===== src/rtl/ou_state_predictor_defines.svh =====
// ----------------------------------------------------------------------------
// ou_state_predictor assertion macros
// shared concurrent assertion forms for the predictor rtl
// ----------------------------------------------------------------------------
`ifndef OU_STATE_PREDICTOR_DEFINES_SVH
`define OU_STATE_PREDICTOR_DEFINES_SVH

`ifndef NO_ASSERTIONS

`define OUSP_ASSERT_ALWAYS(lbl, clk, rst_n, expr, msg) \
    lbl: assert property (@(posedge clk) disable iff (!(rst_n)) (expr)) else $error(msg);

`define OUSP_ASSERT_IMPLY(lbl, clk, rst_n, ante, cons, msg) \
    lbl: assert property (@(posedge clk) disable iff (!(rst_n)) (ante) |-> (cons)) \
        else $error(msg);

`define OUSP_ASSERT_NEXT(lbl, clk, rst_n, ante, cons, msg) \
    lbl: assert property (@(posedge clk) disable iff (!(rst_n)) (ante) |=> (cons)) \
        else $error(msg);

`else

`define OUSP_ASSERT_ALWAYS(lbl, clk, rst_n, expr, msg)

`define OUSP_ASSERT_IMPLY(lbl, clk, rst_n, ante, cons, msg)

`define OUSP_ASSERT_NEXT(lbl, clk, rst_n, ante, cons, msg)

`endif

`endif


===== src/rtl/ousp_pkg.sv =====
// ----------------------------------------------------------------------------
// ousp_pkg
// types, constants and exponential table of the state predictor
// ----------------------------------------------------------------------------
package ousp_pkg;

    localparam int D_W   = 32;   // q16.16 data
    localparam int G_W   = 24;   // q8.16 rate and horizon
    localparam int U_W   = 48;   // q16.32 exponent argument
    localparam int E_W   = 33;   // q0.32 exponential, 1.0 included
    localparam int N_W   = 6;    // integer multiple of ln2
    localparam int Q_W   = 41;   // quotient bits of (1-e)/g
    localparam int E_STEPS = 16;

    localparam logic [E_W-1:0] E_ONE   = 33'h1_0000_0000;
    localparam logic [U_W-1:0] LN2_Q32 = 48'd2977044472;
    localparam logic [U_W-1:0] LN2_X33 = 48'd98242467576;

    // front pipeline stage map
    localparam int FS_IN   = 0;
    localparam int FS_MUL  = 1;
    localparam int FS_N0   = 2;
    localparam int FS_E0   = FS_N0 + N_W;
    localparam int FS_LO   = FS_E0 + E_STEPS;
    localparam int FS_SH   = FS_LO + 1;
    localparam int FS_NUM  = FS_SH + 1;
    localparam int FS_D0   = FS_NUM + 1;
    localparam int FS_AB   = FS_D0 + Q_W;
    localparam int FS_NSTG = FS_AB + 1;

    localparam int QUEUE_DEPTH = 4;
    localparam int OUT_DEPTH   = 2;

    localparam int CFG_IDX_W = 1;
    typedef enum logic [CFG_IDX_W-1:0] {
        CFG_RATE_X = 1'b0,
        CFG_RATE_Y = 1'b1
    } t_cfg_idx;

    typedef struct packed {
        logic [1:0][D_W-1:0] pos;
        logic [1:0][D_W-1:0] vel;
        logic [1:0][D_W-1:0] mean;
        logic [G_W-1:0]      t;
    } t_item;

    typedef struct packed {
        logic [1:0][D_W-1:0] pos;
        logic [1:0][D_W-1:0] vel;
        logic [1:0][D_W-1:0] mean;
        logic [1:0][E_W-1:0] e;
        logic [1:0][D_W-1:0] a;
        logic [1:0][D_W-1:0] b;
    } t_coef;

    typedef struct packed {
        logic [1:0][D_W-1:0] new_pos;
        logic [1:0][D_W-1:0] new_vel;
    } t_result;

    // shift-subtract quotient, used only while building the table
    function automatic logic [63:0] udiv64(input logic [63:0] num, input logic [63:0] den);
        logic [63:0] q;
        logic [64:0] r;
        q = '0;
        r = '0;
        for (int b = 63; b >= 0; b--) begin
            r = {r[63:0], num[b]};
            if (r >= {1'b0, den}) begin
                r    = r - {1'b0, den};
                q[b] = 1'b1;
            end
        end
        return q;
    endfunction

    // exp(-2^-i) in q0.32, taylor series at q0.60, evaluated at elaboration
    function automatic logic [31:0] exp_neg_pow2(input int i);
        logic [63:0] pos_sum;
        logic [63:0] neg_sum;
        logic [63:0] fact;
        logic [63:0] term;
        logic [63:0] res;
        int          sh;
        pos_sum = '0;
        neg_sum = '0;
        fact    = 64'd1;
        for (int n = 0; n < 16; n++) begin
            sh = i * n;
            if (n > 0) fact = fact * 64'(n);
            if (sh < 60) begin
                term = udiv64(64'd1 << (60 - sh), fact);
                if ((n & 1) == 1) neg_sum = neg_sum + term;
                else              pos_sum = pos_sum + term;
            end
        end
        res = (pos_sum - neg_sum + (64'd1 << 27)) >> 28;
        return res[31:0];
    endfunction

    function automatic logic [E_STEPS:1][31:0] build_exp_tab();
        logic [E_STEPS:1][31:0] tab;
        for (int i = 1; i <= E_STEPS; i++) tab[i] = exp_neg_pow2(i);
        return tab;
    endfunction

    localparam logic [E_STEPS:1][31:0] EXP_TAB = build_exp_tab();

endpackage


===== src/rtl/ousp_fifo.sv =====
// ----------------------------------------------------------------------------
// ousp_fifo
// small register queue between pipeline segments
// ----------------------------------------------------------------------------
`include "ou_state_predictor_defines.svh"

module ousp_fifo #(
    parameter int WIDTH = 8,
    parameter int DEPTH = ousp_pkg::QUEUE_DEPTH
) (
    input  logic             i_clk,
    input  logic             i_rst_n,
    input  logic             i_push,
    input  logic [WIDTH-1:0] i_data,
    output logic             o_full,
    input  logic             i_pop,
    output logic [WIDTH-1:0] o_data,
    output logic             o_empty
);

    localparam int AW = (DEPTH > 1) ? $clog2(DEPTH) : 1;
    localparam int CW = $clog2(DEPTH + 1);

    logic [WIDTH-1:0] r_mem [DEPTH];
    logic [AW-1:0]    r_wr, n_wr;
    logic [AW-1:0]    r_rd, n_rd;
    logic [CW-1:0]    r_cnt, n_cnt;
    logic             w_push, w_pop;

    assign o_full  = (r_cnt == CW'(DEPTH));
    assign o_empty = (r_cnt == '0);
    assign w_push  = i_push && !o_full;
    assign w_pop   = i_pop && !o_empty;
    assign o_data  = r_mem[r_rd];

    always_comb begin
        n_wr  = r_wr;
        n_rd  = r_rd;
        n_cnt = r_cnt;
        if (w_push) n_wr = (r_wr == AW'(DEPTH - 1)) ? '0 : r_wr + AW'(1);
        if (w_pop)  n_rd = (r_rd == AW'(DEPTH - 1)) ? '0 : r_rd + AW'(1);
        if (w_push && !w_pop)      n_cnt = r_cnt + CW'(1);
        else if (!w_push && w_pop) n_cnt = r_cnt - CW'(1);
    end

    always_ff @(posedge i_clk) begin
        if (!i_rst_n) begin
            r_wr  <= '0;
            r_rd  <= '0;
            r_cnt <= '0;
        end else begin
            r_wr  <= n_wr;
            r_rd  <= n_rd;
            r_cnt <= n_cnt;
        end
    end

    always_ff @(posedge i_clk) begin
        if (w_push) r_mem[r_wr] <= i_data;
    end

    `OUSP_ASSERT_ALWAYS(a_cnt_bound, i_clk, i_rst_n, r_cnt <= CW'(DEPTH), "fifo count overrun")
    `OUSP_ASSERT_NEXT(a_cnt_up, i_clk, i_rst_n, w_push && !w_pop, r_cnt == $past(r_cnt) + CW'(1), "fifo count lost a write")

endmodule


===== config.mk =====
export PLATFORM = sky130hd
export DESIGN_NAME = ousp_fifo
export DESIGN_NICKNAME = d
export VERILOG_FILES = /design/src/rtl/ousp_pkg.sv /design/src/rtl/ousp_fifo.sv
export VERILOG_INCLUDE_DIRS = /design/src /design/src/rtl
export SDC_FILE = /design/constraint.sdc
export NUM_CORES = 1
export LEC_CHECK = 0
export ABC_AREA = 1
export ABC_CLOCK_PERIOD_IN_PS = 1900
export BUFFER_PORTS_ARGS = -buffer_cell sky130_fd_sc_hd__clkbuf_2
export CAP_MARGIN = 40
export CORE_MARGIN = 2
export CORE_UTILIZATION = 26
export CTS_BUF_LIST = sky130_fd_sc_hd__clkbuf_4 sky130_fd_sc_hd__clkbuf_8 sky130_fd_sc_hd__clkbuf_16
export CTS_CLUSTER_SIZE = 20
export DETAILED_ROUTE_END_ITERATION = 12
export GPL_ROUTABILITY_DRIVEN = 1
export SKIP_CTS_REPAIR_TIMING = 1
export SLEW_MARGIN = 10
export SYNTH_ARGS = -nofsm -noshare
export SYNTH_HDL_FRONTEND = slang
export SYNTH_SLANG_ARGS = --single-unit

===== constraint.sdc =====
create_clock -name i_clk -period 1.9 [get_ports i_clk]
set_input_delay 0.285 -clock i_clk [delete_from_list [all_inputs] [get_ports i_clk]]
set_output_delay 0.285 -clock i_clk [all_outputs]
set_load 0.02 [all_outputs]

==> results.py, run 1 <==
metrics = {
    "clocking": {
        "cts_buffers": 5,
        "htreeDepth": 2,
        "cts_tree": "yes",
        "clockRootBuffer": "clkbuf_8",
        "clk_pin_slew_ps": 80,
        "insertion_delay_ps": 280,
        "cts.sinks": 41,
        "cts_buffer_depth": 2,
    },
    "floorplanning": {
        "die_w_microns": 84.7,
        "die-area_sq_um": 7170,
        "rows": 29,
        "initial_core_util_pct": 26.8,
        "coreArea_sq_um": 6310,
        "dieHeight_microns": 84.7,
        "io_pins": 22,
    },
    "setup_path": {
        "cp-start-kind": "flop",
        "crit_family": "adder cells",
        "crit_buf_inv": 2,
        "crit_path_end_kind": "flop",
        "cp_cell_sequence": "nor2_2 -> nand2_1 -> nand2_2 -> inv_1 -> ha_1 -> inv_1 -> fa_1 -> o21ai_0 -> nor2_1",
        "path_max_fanout": 4,
        "arrival_ps": 1900,
        "r2r_slack_ps": 180,
        "worstReg2RegEnd": "r_cnt[1]$_SDFFE_PN0P_",
        "path_class": "reg -> reg",
        "worst_path_most_repeated_cell": "inv_1",
        "timing.rr.start": "r_cnt[1]$_SDFFE_PN0P_",
        "cpPeakStageDelay_ps": 410,
        "worstPathRequired_ps": 2080,
        "crit_slowest_cell": "fa_1",
        "rr_worst_depth": 9,
    },
    "grt": {
        "antenna_found_initial": 0,
        "track_usage_pct": 8.75,
        "grt_max_degree": 17,
        "grt_pass1_wl_microns": 4810,
        "grt-ovfl-total": 0,
        "grt_pass1_vias": 1023,
    },
    "logic_synthesis": {
        "synth_cell_type_count": 18,
        "avgSynthCellArea_sq_um": 11.4,
        "yosys-top-cells-count": "nor2_1, edfxtp_1, inv_1",
        "synthArstFlopShare_pct": 0,
        "synth_top_area_cell": "edfxtp_1",
        "seq_area_frac_synth_pct": 67.4,
        "ys.warnings.count": 0,
        "post-synth-top-count-cell": "nor2_1",
        "synth_top_cell_area_share_pct": 56.8,
        "syn_area_sq_um": 1690,
        "ys_seq_elements": 41,
        "syn_inst": 148,
        "ys.flop_type": "edfxtp_1",
        "yosys-top-cells-area": "edfxtp_1, dfxtp_1, nor2_1, ha_1, o21ai_0",
        "synth_edf_count": 32,
        "mappedNetlistNets": 167,
    },
    "timing": {
        "slew_headroom_pct": 76.4,
        "rsz0062_at_grt": "false",
        "setup_viol": 0,
        "fin_crit_sh_pct": 90.6,
        "finalClockSkew_ps": 7.49,
        "worstMarginPinSlew_ps": 353,
        "fin_tns_setup_ps": 0,
        "clock.fmax_ghz": 0.581,
        "fin_crit_ps": 1720,
        "final-hold-violation-count": 0,
        "drv_slew": 0,
    },
    "power_and_ir_drop": {
        "ir_worst_vdd_v": 0.000657,
        "cellPowerDensity_nw_per_um2": 1350,
        "p_leak_nw": 0.810,
    },
    "flow_run": {
        "maxCapViolations": 0,
    },
    "drt": {
        "postRouteAntennaNets": 0,
        "drtPass1Iterations": 6,
        "viasPerCell": 4.18,
        "wl_microns": 2920,
        "num_vias": 1079,
        "drtIter0Drc": 72,
        "drc_errors": 0,
        "drt-wirelength-per-cell_microns": 11.3,
    },
    "finish": {
        "nets": 199,
        "regArea_sq_um": 1140,
        "fin_util_pct": 31.8,
        "n_antenna_cell": 0,
        "drive_gt1_share_pct": 23.8,
        "multi_input_area_sq_um": 463,
        "n_fill_cell": 662,
        "area_growth_pct": 18.8,
    },
    "hold_path": {
        "min-delay-start": "i_data[1]",
        "min_path_cells": 1,
        "hold_path_class": "in -> reg",
        "min_delay_worst_endpoint": "r_mem[0][1]$_DFFE_PP_",
    },
    "run_status": {
        "outcome": "finished clean",
    },
    "placed_design": {
        "place_congestion": 0.693,
        "dp.final_hpwl_microns": 1990,
        "port-buffer-count": 21,
    },
}
==> worst max path at each step <==
stage	startpoint	to	cells past startpoint
2_1_floorplan	r_cnt[1]$_SDFFE_PN0P_	r_cnt[1]$_SDFFE_PN0P_	9
3_3_place_gp	r_cnt[1]$_SDFFE_PN0P_	r_cnt[2]$_SDFFE_PN0P_	12
3_5_place_dp	r_cnt[1]$_SDFFE_PN0P_	r_cnt[2]$_SDFFE_PN0P_	12
4_1_cts	flop	o_data[2]	4
5_1_grt	r_cnt[1]$_SDFFE_PN0P_	r_cnt[2]$_SDFFE_PN0P_	12
6_report	r_cnt[1]$_SDFFE_PN0P_	r_cnt[1]$_SDFFE_PN0P_	9
==> state kept, by name, summed over array words and instances (netlist names), named ones only <==
register / cells
r_cnt: 3
r_rd: 2
r_wr: 2
r_mem: 32
==> through the flow <==
| stage | instances | worst slack [ps] | instance area [sq um] | power (W) | hold WS, ps |
|---|---|---|---|---|---|
| 3_3_place_gp | 250 | 202 | 1920 | 0.00217 | 504 |
| 5_1_grt | 258 | 17.9 | 2010 | 0.00292 | 205 |
| 6_report | 258 | 179 | 2010 | 0.00271 | 215 |
| 2_1_floorplan | 148 | 210 | 1690 | 0.00189 | 384 |
| 4_1_cts | 258 | 34.0 | 2000 | 0.00275 | 207 |
| 3_5_place_dp | 250 | 149 | 1920 | 0.00219 | 506 |
==> per-layer routing <==
metal / GRT usage, % / vias to the layer above / wire [microns]
met5: 0 / - / 0
met1: 10.8 / 493 / 1370
li1: - / 563 / -
met4: 3.03 / 0 / 21
met3: 3.05 / 3 / 135
met2: 14.2 / 20 / 1390
==> layout make-up <==
| type | instances | area share (%) |
|---|---|---|
| Clock buffer | 6 | 3.80 |
| Clock inverter | 2 | 0.560 |
| Inverter | 19 | 3.55 |
| Multi-Input combinational cell | 86 | 23.0 |
| Sequential cell | 41 | 56.8 |
| Tap cell | 77 | 4.79 |
| Timing Repair Buffer | 27 | 7.47 |
==> cell families after synthesis <==
family / count (synthesis) / synth area share (%)
flops: 41 / 67.4
buf+inv: 21 / 5.54
compound gates: 28 / 9.53
simple gates: 51 / 11.9
fa+ha+maj: 7 / 5.62
==> report_power, final <==
group | switching, W | internal (W)
combinational | 0.000611 | 0.000335
clock | 0.000276 | 0.000269
sequential | 0.000106 | 0.00112
==> placed cells by master (no fill, tap or decap), types with 3 or more instances in the layout <==
cell      count
nor2_1       32
edfxtp_1     32
clkbuf_2     21
inv_1        17
o21ai_0      14
nand2_1      13
o22ai_1       8
dfxtp_1       8
ha_1          6
buf_4         6
clkbuf_8      5
o21ai_2       3
==> worst register-to-register path: cells and delay by family, from the launching register on <==
family | cells | cell delay, ps
DFF | 1 | 350
AOI/OAI and AO/OA | 1 | 160
buffers and inverters | 2 | 120
and+or+nand+nor | 4 | 370
adders and majority gates | 2 | 600
Power figures use the tool's default switching activity.
==> inputs of run 2 (changes only) <==
- ABC_CLOCK_PERIOD_IN_PS: 1900 -> 1700
- CTS_BUF_LIST: sky130_fd_sc_hd__clkbuf_4 sky130_fd_sc_hd__clkbuf_8 sky130_fd_sc_hd__clkbuf_16 -> not set
- clock period: 1.9 -> 1.7 ns (I/O delays scaled with it)
==> run 2 against run 1 <==
Cell count increased by 1.9%. Clock skew grew 1.1 ps. Maximum frequency rose by 7.8%. Non-clock buffer count is 5 higher. Register-to-register slack worse by 80 ps. Die area unchanged. Largest power group unchanged.
==> results.py, run 2 (same netlist as run 1, synthesis figures left out) <==
metrics = {
    "finish": {
        "drive_gt1_share_pct": 30.1,
        "final_cell_mix": "nor2_1, edfxtp_1, clkbuf_2, inv_1, o21ai_0",
        "regArea_sq_um": 1150,
        "nets": 204,
        "top_register": "r_mem",
        "largestRegisters": "r_mem: 32 flops, r_cnt: 3 flops",
        "n_antenna_cell": 0,
        "area_growth_pct": 24.5,
        "fin_util_pct": 33.4,
        "largest_reg_flops": 32,
        "multi_input_area_sq_um": 488,
        "n_fill_cell": 649,
    },
    "timing": {
        "finalClockSkew_ps": 8.57,
        "fin_tns_setup_ps": 0,
        "setup_ws_ps": 103,
        "final-hold-violation-count": 0,
        "setup_viol": 0,
        "slew_headroom_pct": 88.5,
        "rsz0062_at_grt": "false",
        "worstMarginPinSlew_ps": 170,
        "clock.fmax_ghz": 0.626,
        "drv_slew": 0,
        "fin_crit_ps": 1600,
        "fin_crit_sh_pct": 94.0,
    },
    "setup_path": {
        "arrival_ps": 1790,
        "crit_path_end_kind": "flop",
        "cp-start-kind": "flop",
        "worstPathRequired_ps": 1890,
        "path_class": "reg -> reg",
        "path_max_fanout": 3,
    },
    "drt": {
        "viasPerCell": 4.21,
        "drt-wirelength-per-cell_microns": 11.7,
        "postRouteAntennaNets": 0,
        "drtIter0Drc": 134,
        "num_vias": 1108,
        "drtPass1Iterations": 4,
        "drc_errors": 0,
        "wl_microns": 3080,
    },
    "placed_design": {
        "place_congestion": 0.718,
        "dpl_worst_slack_ps": 3.08,
        "port-buffer-count": 21,
        "dp.final_hpwl_microns": 2040,
    },
    "power_and_ir_drop": {
        "ir_worst_vdd_v": 0.000764,
        "total_power_w": 0.00337,
        "p_leak_nw": 0.851,
        "cellPowerDensity_nw_per_um2": 1600,
        "power.switching_w": 0.00118,
        "p_sw_share_pct": 35.1,
        "internal-power_w": 0.00218,
        "seqPwrFrac_pct": 40.8,
        "power.share.clock_pct": 22.5,
        "p_comb_share_pct": 36.7,
    },
    "grt": {
        "grt_max_degree": 17,
        "grt-ovfl-total": 0,
        "grt_pass1_wl_microns": 5040,
        "grt_pass1_vias": 1074,
        "track_usage_pct": 9.13,
        "antenna_found_initial": 0,
    },
    "clocking": {
        "clockRootBuffer": "clkbuf_8",
        "cts.sinks": 41,
        "insertion_delay_ps": 290,
        "cts_buffers": 5,
        "clk_pin_slew_ps": 80,
        "cts_buffer_depth": 2,
        "htreeDepth": 2,
        "cts_tree": "yes",
    },
    "floorplanning": {
        "die-area_sq_um": 7170,
        "die_w_microns": 84.7,
        "initial_core_util_pct": 26.8,
        "rows": 29,
        "dieHeight_microns": 84.7,
        "io_pins": 22,
        "coreArea_sq_um": 6310,
    },
    "run_status": {
        "outcome": "finished clean",
    },
    "flow_run": {
        "maxCapViolations": 0,
    },
    "hold_path": {
        "hold_path_class": "in -> reg",
    },
}
-- run 2: cell count changes in the layout (fill, tap and decap cells not counted), moves of 2 or more --
| cell | change |
|---|---|
| nand2_1 | -2 |
| dfxtp_1 | -3 |
| nand2_2 | +2 |
| buf_4 | +4 |
| dfxtp_4 | +2 |
-- run 2: final cells by class --
class                      count  area share, %
sequential                    41           54.6
multi-input combinational     86           23.1
timing repair buffer          32           9.08
tap                           77           4.57
inverter                      19           3.50
clock buffer                   6           3.44
clock inverter                 2           1.66
-- run 2: power by group through the flow --
stage | clock network, W | logic, W | registers (W)
after global placement | 0 | 0.00112 | 0.00136
after CTS | 0.000787 | 0.00116 | 0.00134
final | 0.000759 | 0.00124 | 0.00137
after detailed placement | 0 | 0.00114 | 0.00136
after floorplan | 0 | 0.000769 | 0.00135
after global routing | 0.000829 | 0.00139 | 0.00139
-- run 2: path summary, 6_finish.rpt --
path | start | end | slack (ps) | depth (start not counted)
worst max-delay path | r_cnt[1]$_SDFFE_PN0P_ | r_cnt[1]$_SDFFE_PN0P_ | 100 | 9
worst min-delay path | i_data[0] | r_mem[0][0]$_DFFE_PP_ | 170 | 1
worst max register to register | r_cnt[1]$_SDFFE_PN0P_ | r_cnt[1]$_SDFFE_PN0P_ | 100 | 9
worst min register to register | r_rd[1]$_SDFFE_PN0P_ | flop | 530 | 4
-- run 2: stage by stage --
step | instance area [sq um] | hold WS [ps] | cells
after floorplan | 1690 | 354 | 148
after global placement | 1950 | 477 | 254
after detailed placement | 1950 | 478 | 254
after CTS | 2050 | 163 | 262
after global routing | 2110 | 172 | 263
final | 2110 | 174 | 263
-- run 2: critical path: stages, from the launching register on --
cell and delay, ps:
dfxtp_4 360, nor2_4 120, nand2_2 70, nand2_2 60, inv_1 60, ha_4 160
inv_2 60, fa_2 430, o21ai_1 130, nor2_1 40
-- run 2: layer usage --
layer	up-vias	part of all wire (%)	global-route usage [%]
met5	-	0	0
met4	0	1.3	3.90
met3	5	4.5	2.95
met2	20	49	14.7
met1	508	45	11.3
li1	575	-	-
